<file path="config.mk">
export PLATFORM = sky130hd
export DESIGN_NAME = linear_probe_hash_table_unit
export DESIGN_NICKNAME = d
export VERILOG_FILES = /design/src/design/lpht_pkg.sv /design/src/design/lpht_mem.sv /design/src/design/lpht_ctrl.sv /design/src/design/linear_probe_hash_table_unit.sv
export VERILOG_INCLUDE_DIRS = /design/src /design/src/design
export SDC_FILE = /design/constraint.sdc
export NUM_CORES = 1
export LEC_CHECK = 0
export BUFFER_PORTS_ARGS = -buffer_cell sky130_fd_sc_hd__buf_2
export CORE_MARGIN = 2
export CORE_UTILIZATION = 62
export DETAILED_ROUTE_END_ITERATION = 16
export PLACE_DENSITY = 0.87
export SETUP_SLACK_MARGIN = 0.02
export SYNTH_ARGS = -nofsm -noshare
export SYNTH_HDL_FRONTEND = slang
export SYNTH_SLANG_ARGS = --single-unit
</file>
<file path="constraint.sdc">
create_clock -name i_clk -period 15.93 [get_ports i_clk]
set_input_delay 3.186 -clock i_clk [delete_from_list [all_inputs] [get_ports i_clk]]
set_output_delay 3.186 -clock i_clk [all_outputs]
set_load 0.01 [all_outputs]
</file>
<file path="src/design/linear_probe_hash_table_unit_assert.svh">
// ----------------------------------------------------------------------------
// linear probe hash table assertion macros
// concurrent assertion wrappers, empty when SYNTH is defined
// ----------------------------------------------------------------------------
`ifndef LINEAR_PROBE_HASH_TABLE_UNIT_ASSERT_SVH
`define LINEAR_PROBE_HASH_TABLE_UNIT_ASSERT_SVH

`ifndef SYNTH
`define LPHT_ASSERT(lbl, prop, msg) \
    lbl: assert property (@(posedge i_clk) disable iff (!i_rst_n) prop) else $error(msg);
`define LPHT_ASSERT_NEXT(lbl, pre, post, msg) \
    lbl: assert property (@(posedge i_clk) disable iff (!i_rst_n) (pre) |=> (post)) \
        else $error(msg);
`else
`define LPHT_ASSERT(lbl, prop, msg)
`define LPHT_ASSERT_NEXT(lbl, pre, post, msg)
`endif

`endif

</file>
<file path="src/design/lpht_pkg.sv">
// ----------------------------------------------------------------------------
// lpht_pkg
// shared types and constants of the linear probe hash table
// ----------------------------------------------------------------------------
`timescale 1ns / 1ps

package lpht_pkg;

    localparam int SLOT_W    = 4;
    localparam int SLOTS     = 1 << SLOT_W;
    localparam int CNT_W     = SLOT_W + 1;
    localparam int KEY_W     = 31;
    localparam int VAL_W     = 32;
    localparam int SLOT_F_W  = 4;
    localparam int ENTRIES_W = 5;

    localparam logic [1:0] OP_INSERT = 2'd0;
    localparam logic [1:0] OP_LOOKUP = 2'd1;
    localparam logic [1:0] OP_DELETE = 2'd2;

    typedef enum logic [2:0] {
        ST_INSERTED  = 3'd0,
        ST_UPDATED   = 3'd1,
        ST_FOUND     = 3'd2,
        ST_NOT_FOUND = 3'd3,
        ST_DELETED   = 3'd4,
        ST_FULL      = 3'd5
    } t_status;

    typedef struct packed {
        logic [1:0]       operation;
        logic [KEY_W-1:0] key;
        logic [VAL_W-1:0] value_word;
    } t_in;

    typedef struct packed {
        t_status              status;
        logic [SLOT_F_W-1:0]  slot;
        logic [VAL_W-1:0]     found_value;
        logic [ENTRIES_W-1:0] entries;
    } t_out;

    typedef struct packed {
        logic [KEY_W-1:0] key;
        logic [VAL_W-1:0] value;
    } t_entry;

    typedef struct packed {
        logic              rd_en;
        logic [SLOT_W-1:0] rd_addr;
        logic              wr_en;
        logic [SLOT_W-1:0] wr_addr;
        t_entry            wr_data;
    } t_mem_req;

endpackage

</file>
<file path="src/design/lpht_mem.sv">
// ----------------------------------------------------------------------------
// lpht_mem
// slot key and value store, one write and one registered read port
// ----------------------------------------------------------------------------
`timescale 1ns / 1ps

module lpht_mem
    import lpht_pkg::*;
(
    input  logic     i_clk,
    input  t_mem_req i_req,
    output t_entry   o_rd_data
);

    t_entry r_mem [SLOTS];
    t_entry r_rd_data;

    always_ff @(posedge i_clk) begin
        if (i_req.wr_en) begin
            r_mem[i_req.wr_addr] <= i_req.wr_data;
        end
        if (i_req.rd_en) begin
            r_rd_data <= r_mem[i_req.rd_addr];
        end
    end

    assign o_rd_data = r_rd_data;

endmodule

</file>
<file path="src/design/lpht_ctrl.sv">
// ----------------------------------------------------------------------------
// lpht_ctrl
// probe sequencer: walks slots one per cycle, keeps used bits and count
// ----------------------------------------------------------------------------
`timescale 1ns / 1ps

module lpht_ctrl
    import lpht_pkg::*;
(
    input  logic     i_clk,
    input  logic     i_rst_n,
    input  logic     i_in_valid,
    input  t_in      i_in_data,
    output logic     o_busy,
    input  logic     i_out_ready,
    output logic     o_res_valid,
    output t_out     o_res,
    output t_mem_req o_mem,
    input  t_entry   i_rd_data
);

    typedef enum logic {
        S_IDLE,
        S_PROBE
    } t_state;

    t_state            r_state, n_state;
    logic [SLOT_W-1:0] r_p, n_p;
    logic [SLOT_W-1:0] r_n, n_n;
    logic [1:0]        r_op, n_op;
    logic [KEY_W-1:0]  r_key, n_key;
    logic [VAL_W-1:0]  r_val, n_val;
    logic [SLOTS-1:0]  r_used, n_used;
    logic [CNT_W-1:0]  r_count, n_count;

    logic hit, empty, last, bad_op, decide;

    assign empty  = !r_used[r_p];
    assign hit    = r_used[r_p] && (i_rd_data.key == r_key);
    assign last   = (r_n == SLOT_W'(SLOTS - 1));
    assign bad_op = (r_op != OP_INSERT) && (r_op != OP_LOOKUP) && (r_op != OP_DELETE);
    assign decide = empty || hit || last || bad_op;

    always_comb begin
        n_state     = r_state;
        n_p         = r_p;
        n_n         = r_n;
        n_op        = r_op;
        n_key       = r_key;
        n_val       = r_val;
        n_used      = r_used;
        n_count     = r_count;
        o_mem       = '0;
        o_res_valid = 1'b0;
        o_res       = '0;
        o_res.status = ST_NOT_FOUND;
        case (r_state)
            S_IDLE: begin
                if (i_in_valid) begin
                    n_op          = i_in_data.operation;
                    n_key         = i_in_data.key;
                    n_val         = i_in_data.value_word;
                    n_p           = i_in_data.key[SLOT_W-1:0];
                    n_n           = '0;
                    o_mem.rd_en   = 1'b1;
                    o_mem.rd_addr = i_in_data.key[SLOT_W-1:0];
                    n_state       = S_PROBE;
                end
            end
            S_PROBE: begin
                if (decide) begin
                    if (i_out_ready) begin
                        o_res_valid = 1'b1;
                        n_state     = S_IDLE;
                        if (!bad_op) begin
                            case (r_op)
                                OP_INSERT: begin
                                    if (hit) begin
                                        o_mem.wr_en   = 1'b1;
                                        o_mem.wr_addr = r_p;
                                        o_mem.wr_data = '{key: r_key, value: r_val};
                                        o_res.status  = ST_UPDATED;
                                        o_res.slot    = SLOT_F_W'(r_p);
                                    end else if (!empty ||
                                                 r_count >= CNT_W'(SLOTS - 2)) begin
                                        o_res.status = ST_FULL;
                                    end else begin
                                        o_mem.wr_en   = 1'b1;
                                        o_mem.wr_addr = r_p;
                                        o_mem.wr_data = '{key: r_key, value: r_val};
                                        n_used[r_p]   = 1'b1;
                                        n_count       = r_count + 1'b1;
                                        o_res.status  = ST_INSERTED;
                                        o_res.slot    = SLOT_F_W'(r_p);
                                    end
                                end
                                OP_LOOKUP: begin
                                    if (hit) begin
                                        o_res.status      = ST_FOUND;
                                        o_res.slot        = SLOT_F_W'(r_p);
                                        o_res.found_value = i_rd_data.value;
                                    end
                                end
                                OP_DELETE: begin
                                    if (hit) begin
                                        n_used[r_p] = 1'b0;
                                        if (r_count != '0) begin
                                            n_count = r_count - 1'b1;
                                        end
                                        o_res.status = ST_DELETED;
                                        o_res.slot   = SLOT_F_W'(r_p);
                                    end
                                end
                                default: begin
                                    o_res.status = ST_NOT_FOUND;
                                end
                            endcase
                        end
                        o_res.entries = ENTRIES_W'(n_count);
                    end
                end else begin
                    n_p           = r_p + 1'b1;
                    n_n           = r_n + 1'b1;
                    o_mem.rd_en   = 1'b1;
                    o_mem.rd_addr = r_p + 1'b1;
                end
            end
            default: begin
                n_state = S_IDLE;
            end
        endcase
    end

    always_ff @(posedge i_clk) begin
        if (!i_rst_n) begin
            r_state <= S_IDLE;
            r_used  <= '0;
            r_count <= '0;
        end else begin
            r_state <= n_state;
            r_used  <= n_used;
            r_count <= n_count;
        end
        r_p   <= n_p;
        r_n   <= n_n;
        r_op  <= n_op;
        r_key <= n_key;
        r_val <= n_val;
    end

    assign o_busy = (r_state != S_IDLE);

endmodule

</file>
<file path="src/design/linear_probe_hash_table_unit.sv">
// ----------------------------------------------------------------------------
// linear_probe_hash_table_unit
// open addressing hash table with linear probing over 16 slots
// ----------------------------------------------------------------------------
// Input channel (i_in_valid, o_in_stall, i_in_data) carries one operation:
// insert or update, lookup or delete of a 31-bit key with a 32-bit value.
// Output channel (o_out_valid, i_out_stall, o_out_data) returns one result
// per operation: status, slot, found value and live entry count.
// One operation is in flight at a time. After the accept edge the sequencer
// reads one slot per cycle from the key/value memory, starting at the home
// slot (low key bits), until it meets the key, an empty slot, an invalid
// operation code, or has seen all 16 slots, so 1 to 16 slots are probed.
// The result is registered when the probe ends, and the next operation is
// taken after that. The single memory read port sets this pace.
// New keys are refused with table full once 14 entries are live.
// Reset clears the used bits and the entry count, so the table is empty
// and ready right after reset.
// A stalled result stays in the output register; the sequencer waits with
// its finished operation and the input stays stalled until it is taken.
// ----------------------------------------------------------------------------
`timescale 1ns / 1ps
`include "linear_probe_hash_table_unit_assert.svh"

module linear_probe_hash_table_unit
    import lpht_pkg::*;
(
    input  logic i_clk,
    input  logic i_rst_n,
    input  logic i_in_valid,
    output logic o_in_stall,
    input  t_in  i_in_data,
    output logic o_out_valid,
    input  logic i_out_stall,
    output t_out o_out_data
);

    t_mem_req mem_req;
    t_entry   rd_data;
    logic     busy;
    logic     out_ready;
    logic     res_valid;
    t_out     res;
    logic     r_out_valid;
    t_out     r_out_data;

    assign out_ready  = !r_out_valid || !i_out_stall;
    assign o_in_stall = busy;

    lpht_ctrl u_ctrl (
        .i_clk       (i_clk),
        .i_rst_n     (i_rst_n),
        .i_in_valid  (i_in_valid),
        .i_in_data   (i_in_data),
        .o_busy      (busy),
        .i_out_ready (out_ready),
        .o_res_valid (res_valid),
        .o_res       (res),
        .o_mem       (mem_req),
        .i_rd_data   (rd_data)
    );

    lpht_mem u_mem (
        .i_clk     (i_clk),
        .i_req     (mem_req),
        .o_rd_data (rd_data)
    );

    always_ff @(posedge i_clk) begin
        if (!i_rst_n) begin
            r_out_valid <= 1'b0;
        end else if (res_valid) begin
            r_out_valid <= 1'b1;
        end else if (!i_out_stall) begin
            r_out_valid <= 1'b0;
        end
        if (res_valid) begin
            r_out_data <= res;
        end
    end

    assign o_out_valid = r_out_valid;
    assign o_out_data  = r_out_data;

    `LPHT_ASSERT(a_res_fits, res_valid |-> out_ready, "result produced into full output register")
    `LPHT_ASSERT_NEXT(a_res_shows, res_valid, o_out_valid, "result not shown after transfer")
    `LPHT_ASSERT(a_count_limit, o_out_valid |-> (o_out_data.entries <= ENTRIES_W'(SLOTS - 2)), "entry count above limit")
    `LPHT_ASSERT(a_value_only_hit, (o_out_valid && o_out_data.status != ST_FOUND) |-> (o_out_data.found_value == '0), "value returned without lookup hit")
    `LPHT_ASSERT(a_no_mem_clash, !(mem_req.rd_en && mem_req.wr_en), "read and write in same cycle")

endmodule

</file>
=== Word-level counts from Yosys, hierarchy flattened ===
Memory sizes are Yosys's and may differ from the RTL's. A register that Yosys moved wholly into a read port is not among the register bits.
Index checks and enable logic that the tools add are counted.
W data, S select, Z words.

* Memory bits (writable): 1008
* ROM bits: 0
* Memories kept: 1
* Latch bits: 0
* Input bits: 69
* Flip-flop bits (word level): 140

{| class="wikitable"
|+ Memory list
! memory !! words !! width !! read ports !! clocked after memory_dff !! write ports !! line !! text
|-
| u_mem.r_mem || 16 || 63 || 1 || 1 || 1 || lpht_mem.sv:15 || <nowiki>t_entry r_mem [SLOTS];</nowiki>
|}

* Bitwise logic cells: 9
* Muxes and demuxes: 48
* Magnitude comparators: 3
* Reduce and logical (&&, ||, !) cells: 22
* Shift-type cells: 0
* Divide/modulo/power cells: 0
* Add/sub/neg operators: 4
* Equality and inequality tests: 12
* Multiply operators: 0

{| class="wikitable"
|+ Operators with widths
! cell !! number
|-
| $mux W68 || 7
|-
| $mux W16 || 3
|-
| $mux W37 || 1
|-
| $mux W5 || 7
|-
| $pmux W16 S2 || 1
|-
| $eq A31 B31 Y1 || 1
|-
| $mux W4 || 5
|-
| $pmux W5 S2 || 2
|-
| $and A16 B16 Y16 || 1
|-
| $not A16 Y16 || 1
|-
| $or A16 B16 Y16 || 1
|-
| $pmux W4 S2 || 2
|-
| $mux W7 || 2
|-
| $mux W1 || 12
|-
| $pmux W4 S3 || 1
|-
| $ne A2 B2 Y1 const B || 5
|-
| $pmux W3 S3 || 1
|-
| $add A4 B1 Y4 const B || 2
|-
| $reduce_and A8 Y1 || 1
|-
| $ne A2 B1 Y1 const B || 3
|-
| $not A1 Y1 || 6
|-
| $reduce_or A6 Y1 || 1
|-
| $add A5 B1 Y5 const B || 1
|-
| $ge A5 B4 Y1 const B || 1
|-
| other kinds (19) || 30
|}

=== Longest topological paths before layout ===
* Depth after elaboration: 12
* Depth in mapped cells: 12

=== By module ===
From an unflattened synthesis, not the netlist that was laid out.

* Cells, all modules: 2145
* Area, all modules: 46141.8 um^2

{| class="wikitable"
|+ By module, submodules not included
! module !! instances !! sequential area each (um^2) !! cells an instance !! area an instance (um^2)
|-
| lpht_mem || 1 || 32160.8 || 1622 || 39620.5
|-
| lpht_ctrl || 1 || 2632.5 || 475 || 5165.0
|-
| linear_probe_hash_table_unit || 1 || 1341.3 || 48 || 1356.3
|}

=== Worst setup path before layout ===
Ideal clock, no wire load.

* Path kind: input to register
* Start: in i_out_stall
* End: mem u_mem.r_mem[2][0] (netlist name) (enable)
* Buffers on the path: 1
* Required time: 15.290 ns
* Setup slack: 5.160 ns
* Data arrival time: 10.130 ns
* Stages: 6
* Library setup time: 0.640 ns
* Cells stage by stage: nand2_1 > o211ai_1 > nor4_1 > buf_2 > nand2_2 > nor4_1

* Longest elaborated chain between the ends: 7

{| class="wikitable"
|+ RTL lines
! element !! line !! text
|-
| start: declaration || linear_probe_hash_table_unit.sv:33 || <nowiki>input logic i_out_stall,</nowiki>
|-
| $logic_not A1 Y1 (*) || - ||
|-
| $logic_or A1 B1 Y1 (*) || linear_probe_hash_table_unit.sv:46 || <nowiki>assign out_ready = !r_out_valid || !i_out_stall;</nowiki>
|-
| $mux W68 (*) || lpht_ctrl.sv:72 || <nowiki>if (i_out_ready) begin</nowiki>
|-
| $mux W68 (*) || lpht_ctrl.sv:71 || <nowiki>if (decide) begin</nowiki>
|-
| $mux W68 (*) || lpht_ctrl.sv:57 || <nowiki>case (r_state)</nowiki>
|-
| $mux W1 || lpht_mem.sv:19 || <nowiki>if (i_req.wr_en) begin</nowiki>
|-
| $mux W1 (not written as such) || lpht_mem.sv:20 || <nowiki>r_mem[i_req.wr_addr] <= i_req.wr_data;</nowiki>
|-
| end: declaration || lpht_mem.sv:15 ||
|}

Every way passes the cells marked *; elsewhere a longest branch is shown, timed or not.

=== Worst setup path in the final report ===
* Start: in i_in_data[32] (netlist name)
* End: reg, netlist name u_mem.o_rd_data[35]

* Longest elaborated chain between the ends: 2

{| class="wikitable"
|+ RTL lines
! element !! line !! text
|-
| start: declaration || linear_probe_hash_table_unit.sv:31 || <nowiki>input t_in i_in_data,</nowiki>
|-
| $mux W5 || lpht_ctrl.sv:59 || <nowiki>if (i_in_valid) begin</nowiki>
|-
| $pmux W5 S2 || lpht_ctrl.sv:57 ||
|}

No other way between the ends.
A chain may end at the register's enable or synchronous reset.

==> reports/metrics.cfg <==
[flow_run]
cap_violations = 0

[cells_and_area]
layoutNonFillerInstCount = 3736
area.growth.synth_to_final_pct = 11.02
fillCellCount = 4195
finalNetCount = 2752
finalCoreUtilization = 0.6923
drive_gt1_frac = 0.2136
antenna_diode_count = 0

[global_routing]
grt_pass1_vias = 26431
grt_start_max_net_pins = 117
grt_first_pass_wirelength_um = 170300
global_route.usage.total = 0.2988
grt_remaining_overflow = 0
antenna_violations_before_repair = 0

[routing]
ant_nets = 0
detailedRoute.firstIterationViolations = 3738
detail_route.vias_per_cell = 6.982
wl_per_cell_um = 31.48
via_count = 26085
route.final.wire_length_um = 117600
drt_pass1_iterations = 7
drc = 0

[power]
power_per_cell_area_nw_per_um2 = 121.0
power_report.internal_total_w = 0.005011
power.share.sequential = 0.558
comb_power_share = 0.037
power_w = 0.006333
switching_share = 0.2087
clkPwrFrac = 0.405
leakage_nw = 21.09
net_switching_power_figure_w = 0.001322
peak_ir_drop_on_the_vdd_network_v = 0.0001001

[placed_design]
placer_congestion_estimate = 0.7914
dp.cells = 3541
port_buffers = 114
post-dp-hpwl_um = 54930

[die]
die_h_um = 279.7
number_of_top_level_design_ports = 115
fp-row-count = 101
die_w_um = 279.7
dieArea_um2 = 78230
floorplan.core_area_um2 = 75570
start_util = 0.6236

[sta]
finalCriticalPeriod_ns = 7.306
finalClockSkew_ns = 0.04190
maxSlewViolCount = 0
timing.setup.tns_ns = 0
hold_viol = 0
grt_setup_unrepaired = no
slew_headroom = 0.1077
max_clock_freq_ghz = 0.1369
worst-slew-pin-transition_ns = 1.335
setup_violations = 0
timing.final.crit_share = 0.4587

[cts]
path_clk_slew_ns = 0.06
ctsHtreeMaxLevel = 3
cts_setup_buffers = 0
cts.sinks = 1211
cts_repair_resize_count = 0
cts_tree = built
insertion_delay_ns = 0.69
cts_root_buffer = sky130_fd_sc_hd__clkbuf_16
cts_inserted_buffers = 110
ctsHoldBuffers = 0
clk_path_buf_depth = 3

[yosys]
yosys.area.top_type_share = 0.7570
syn_area_um2 = 47130
synth_flop_cell = sky130_fd_sc_hd__edfxtp_1
ys_warn_count = 0
synth_commonest_cells = sky130_fd_sc_hd__edfxtp_1, sky130_fd_sc_hd__mux2i_1, sky130_fd_sc_hd__mux2_2, sky130_fd_sc_hd__o22ai_1, sky130_fd_sc_hd__a22o_1
synth_cells = 2536
synth_seq_area_share = 0.7668
yosysUniqueCellTypes = 60
async_s_r_ff_share_synth = 0
synthMostInstantiatedCell = sky130_fd_sc_hd__edfxtp_1
synth_fp_nets = 2613
synth-edff-count = 1188
yosys-top-cells-area = sky130_fd_sc_hd__edfxtp_1, sky130_fd_sc_hd__mux2i_1, sky130_fd_sc_hd__mux2_2
mean_syn_cell_area_um2 = 18.58
synth_top_area_cell = sky130_fd_sc_hd__edfxtp_1
synth_seq_cells = 1211

[worst_setup_path]
kind_of_start_point_of_the_critical_path = primary input
worst_setup_path_end_kind = flip-flop
cp_data_required_time_ns = 16.34
critical_path_arrival_ns = 7.72
critical_path_class = primary input to flip-flop
timing.critical_path.fanout_max = 116

[min_path]
hold_class = flip-flop to flip-flop

[outcome]
run_status = completed

[worst paths after layout]
kind	startpoint	endpoint	slack [ns]	depth (start not counted)
max	i_in_data[32]	u_mem.o_rd_data[35]	8.62	9
max reg2reg	u_ctrl.r_key[29]	u_mem.o_rd_data[35]	9.34	11
min reg2reg	flip-flop	flip-flop	0.46	2
min	flip-flop	flip-flop	0.46	2
[registers in the layout, summed over array words and instances (netlist names), named ones only]
name,flops
o_out_data,44
o_out_valid,1
u_ctrl.o_busy,1
u_ctrl.r_count,5
u_ctrl.r_key,31
u_ctrl.r_n,4
u_ctrl.r_op,2
u_ctrl.r_p,4
u_ctrl.r_val,32
u_mem.o_rd_data,63
u_mem.r_mem,1008
[logic make-up after synthesis]
family | Yosys count | synth area share
buffers and inverters | 149 | 0.01471
and+or+nand+nor | 298 | 0.03786
muxes | 525 | 0.1233
adders and majority gates | 8 | 0.002124
DFF | 1211 | 0.7668
xor gates and xnor gates | 37 | 0.006877
AOI/OAI and AO/OA | 308 | 0.04838
[critical path, cell delays in order]
cell	delay, ns
sky130_fd_sc_hd__buf_2	0.12
sky130_fd_sc_hd__and3_1	0.23
sky130_fd_sc_hd__a31oi_4	0.19
sky130_fd_sc_hd__buf_12	0.54
sky130_fd_sc_hd__buf_4	0.98
sky130_fd_sc_hd__buf_4	1.04
sky130_fd_sc_hd__mux2_2	0.44
sky130_fd_sc_hd__a22o_1	0.27
sky130_fd_sc_hd__or4_1	0.50
[power by group through the flow]
stage / combinational (W) / sequential, W / clock (W)
5_1_grt: 0.000243 / 0.00353 / 0.00270
3_5_place_dp: 0.000225 / 0.00360 / 0
2_1_floorplan: 0.000149 / 0.00359 / 0
6_report: 0.000234 / 0.00353 / 0.00257
3_3_place_gp: 0.000216 / 0.00360 / 0
4_1_cts: 0.000229 / 0.00353 / 0.00258
[placed cells by master, fill, tap and decap left out, drive strengths merged, types with 7 or more instances in the layout]
master	count
edfxtp	1188
mux2i	268
mux2	253
buf	165
clkbuf	134
o22ai	126
a22o	124
and2	71
or4	63
clkinv	48
nand2	35
xor2	34
and3	34
dfxtp	23
nor2	23
nand3	21
nor3	16
inv	13
nor4	12
a21oi	11
bufinv	10
o21ai	10
ha	8
a31oi	7
[per-stage QoR]
stage | instance area [um^2] | setup WS (ns) | hold slack [ns]
6_report | 52320 | 8.624 | 0.4633
3_3_place_gp | 48880 | 8.293 | 0.4423
5_1_grt | 52320 | 8.551 | 0.4816
2_1_floorplan | 47130 | 5.160 | 0.4353
4_1_cts | 52320 | 8.750 | 0.4633
3_5_place_dp | 48880 | 8.111 | 0.4548
[cell type report]
type / instances / area, um^2 / share of cell area
inverter: 11 / 42.54 / 0.0008131
sequential: 1211 / 36130 / 0.6907
clock buffer: 134 / 2843 / 0.05434
multi-input combinational: 1176 / 10510 / 0.2009
tap: 978 / 1224 / 0.02339
timing repair buffer: 165 / 965.9 / 0.01846
clock inverter: 61 / 599.3 / 0.01146
[metal layers]
metal	global-route usage	up-vias	part of all wire
met5	0	-	0
met4	0.1414	0	0.045
met3	0.05855	404	0.12
met2	0.4850	2141	0.49
met1	0.3937	13086	0.35
li1	-	10454	-
(Power assumes the default switching activity.)
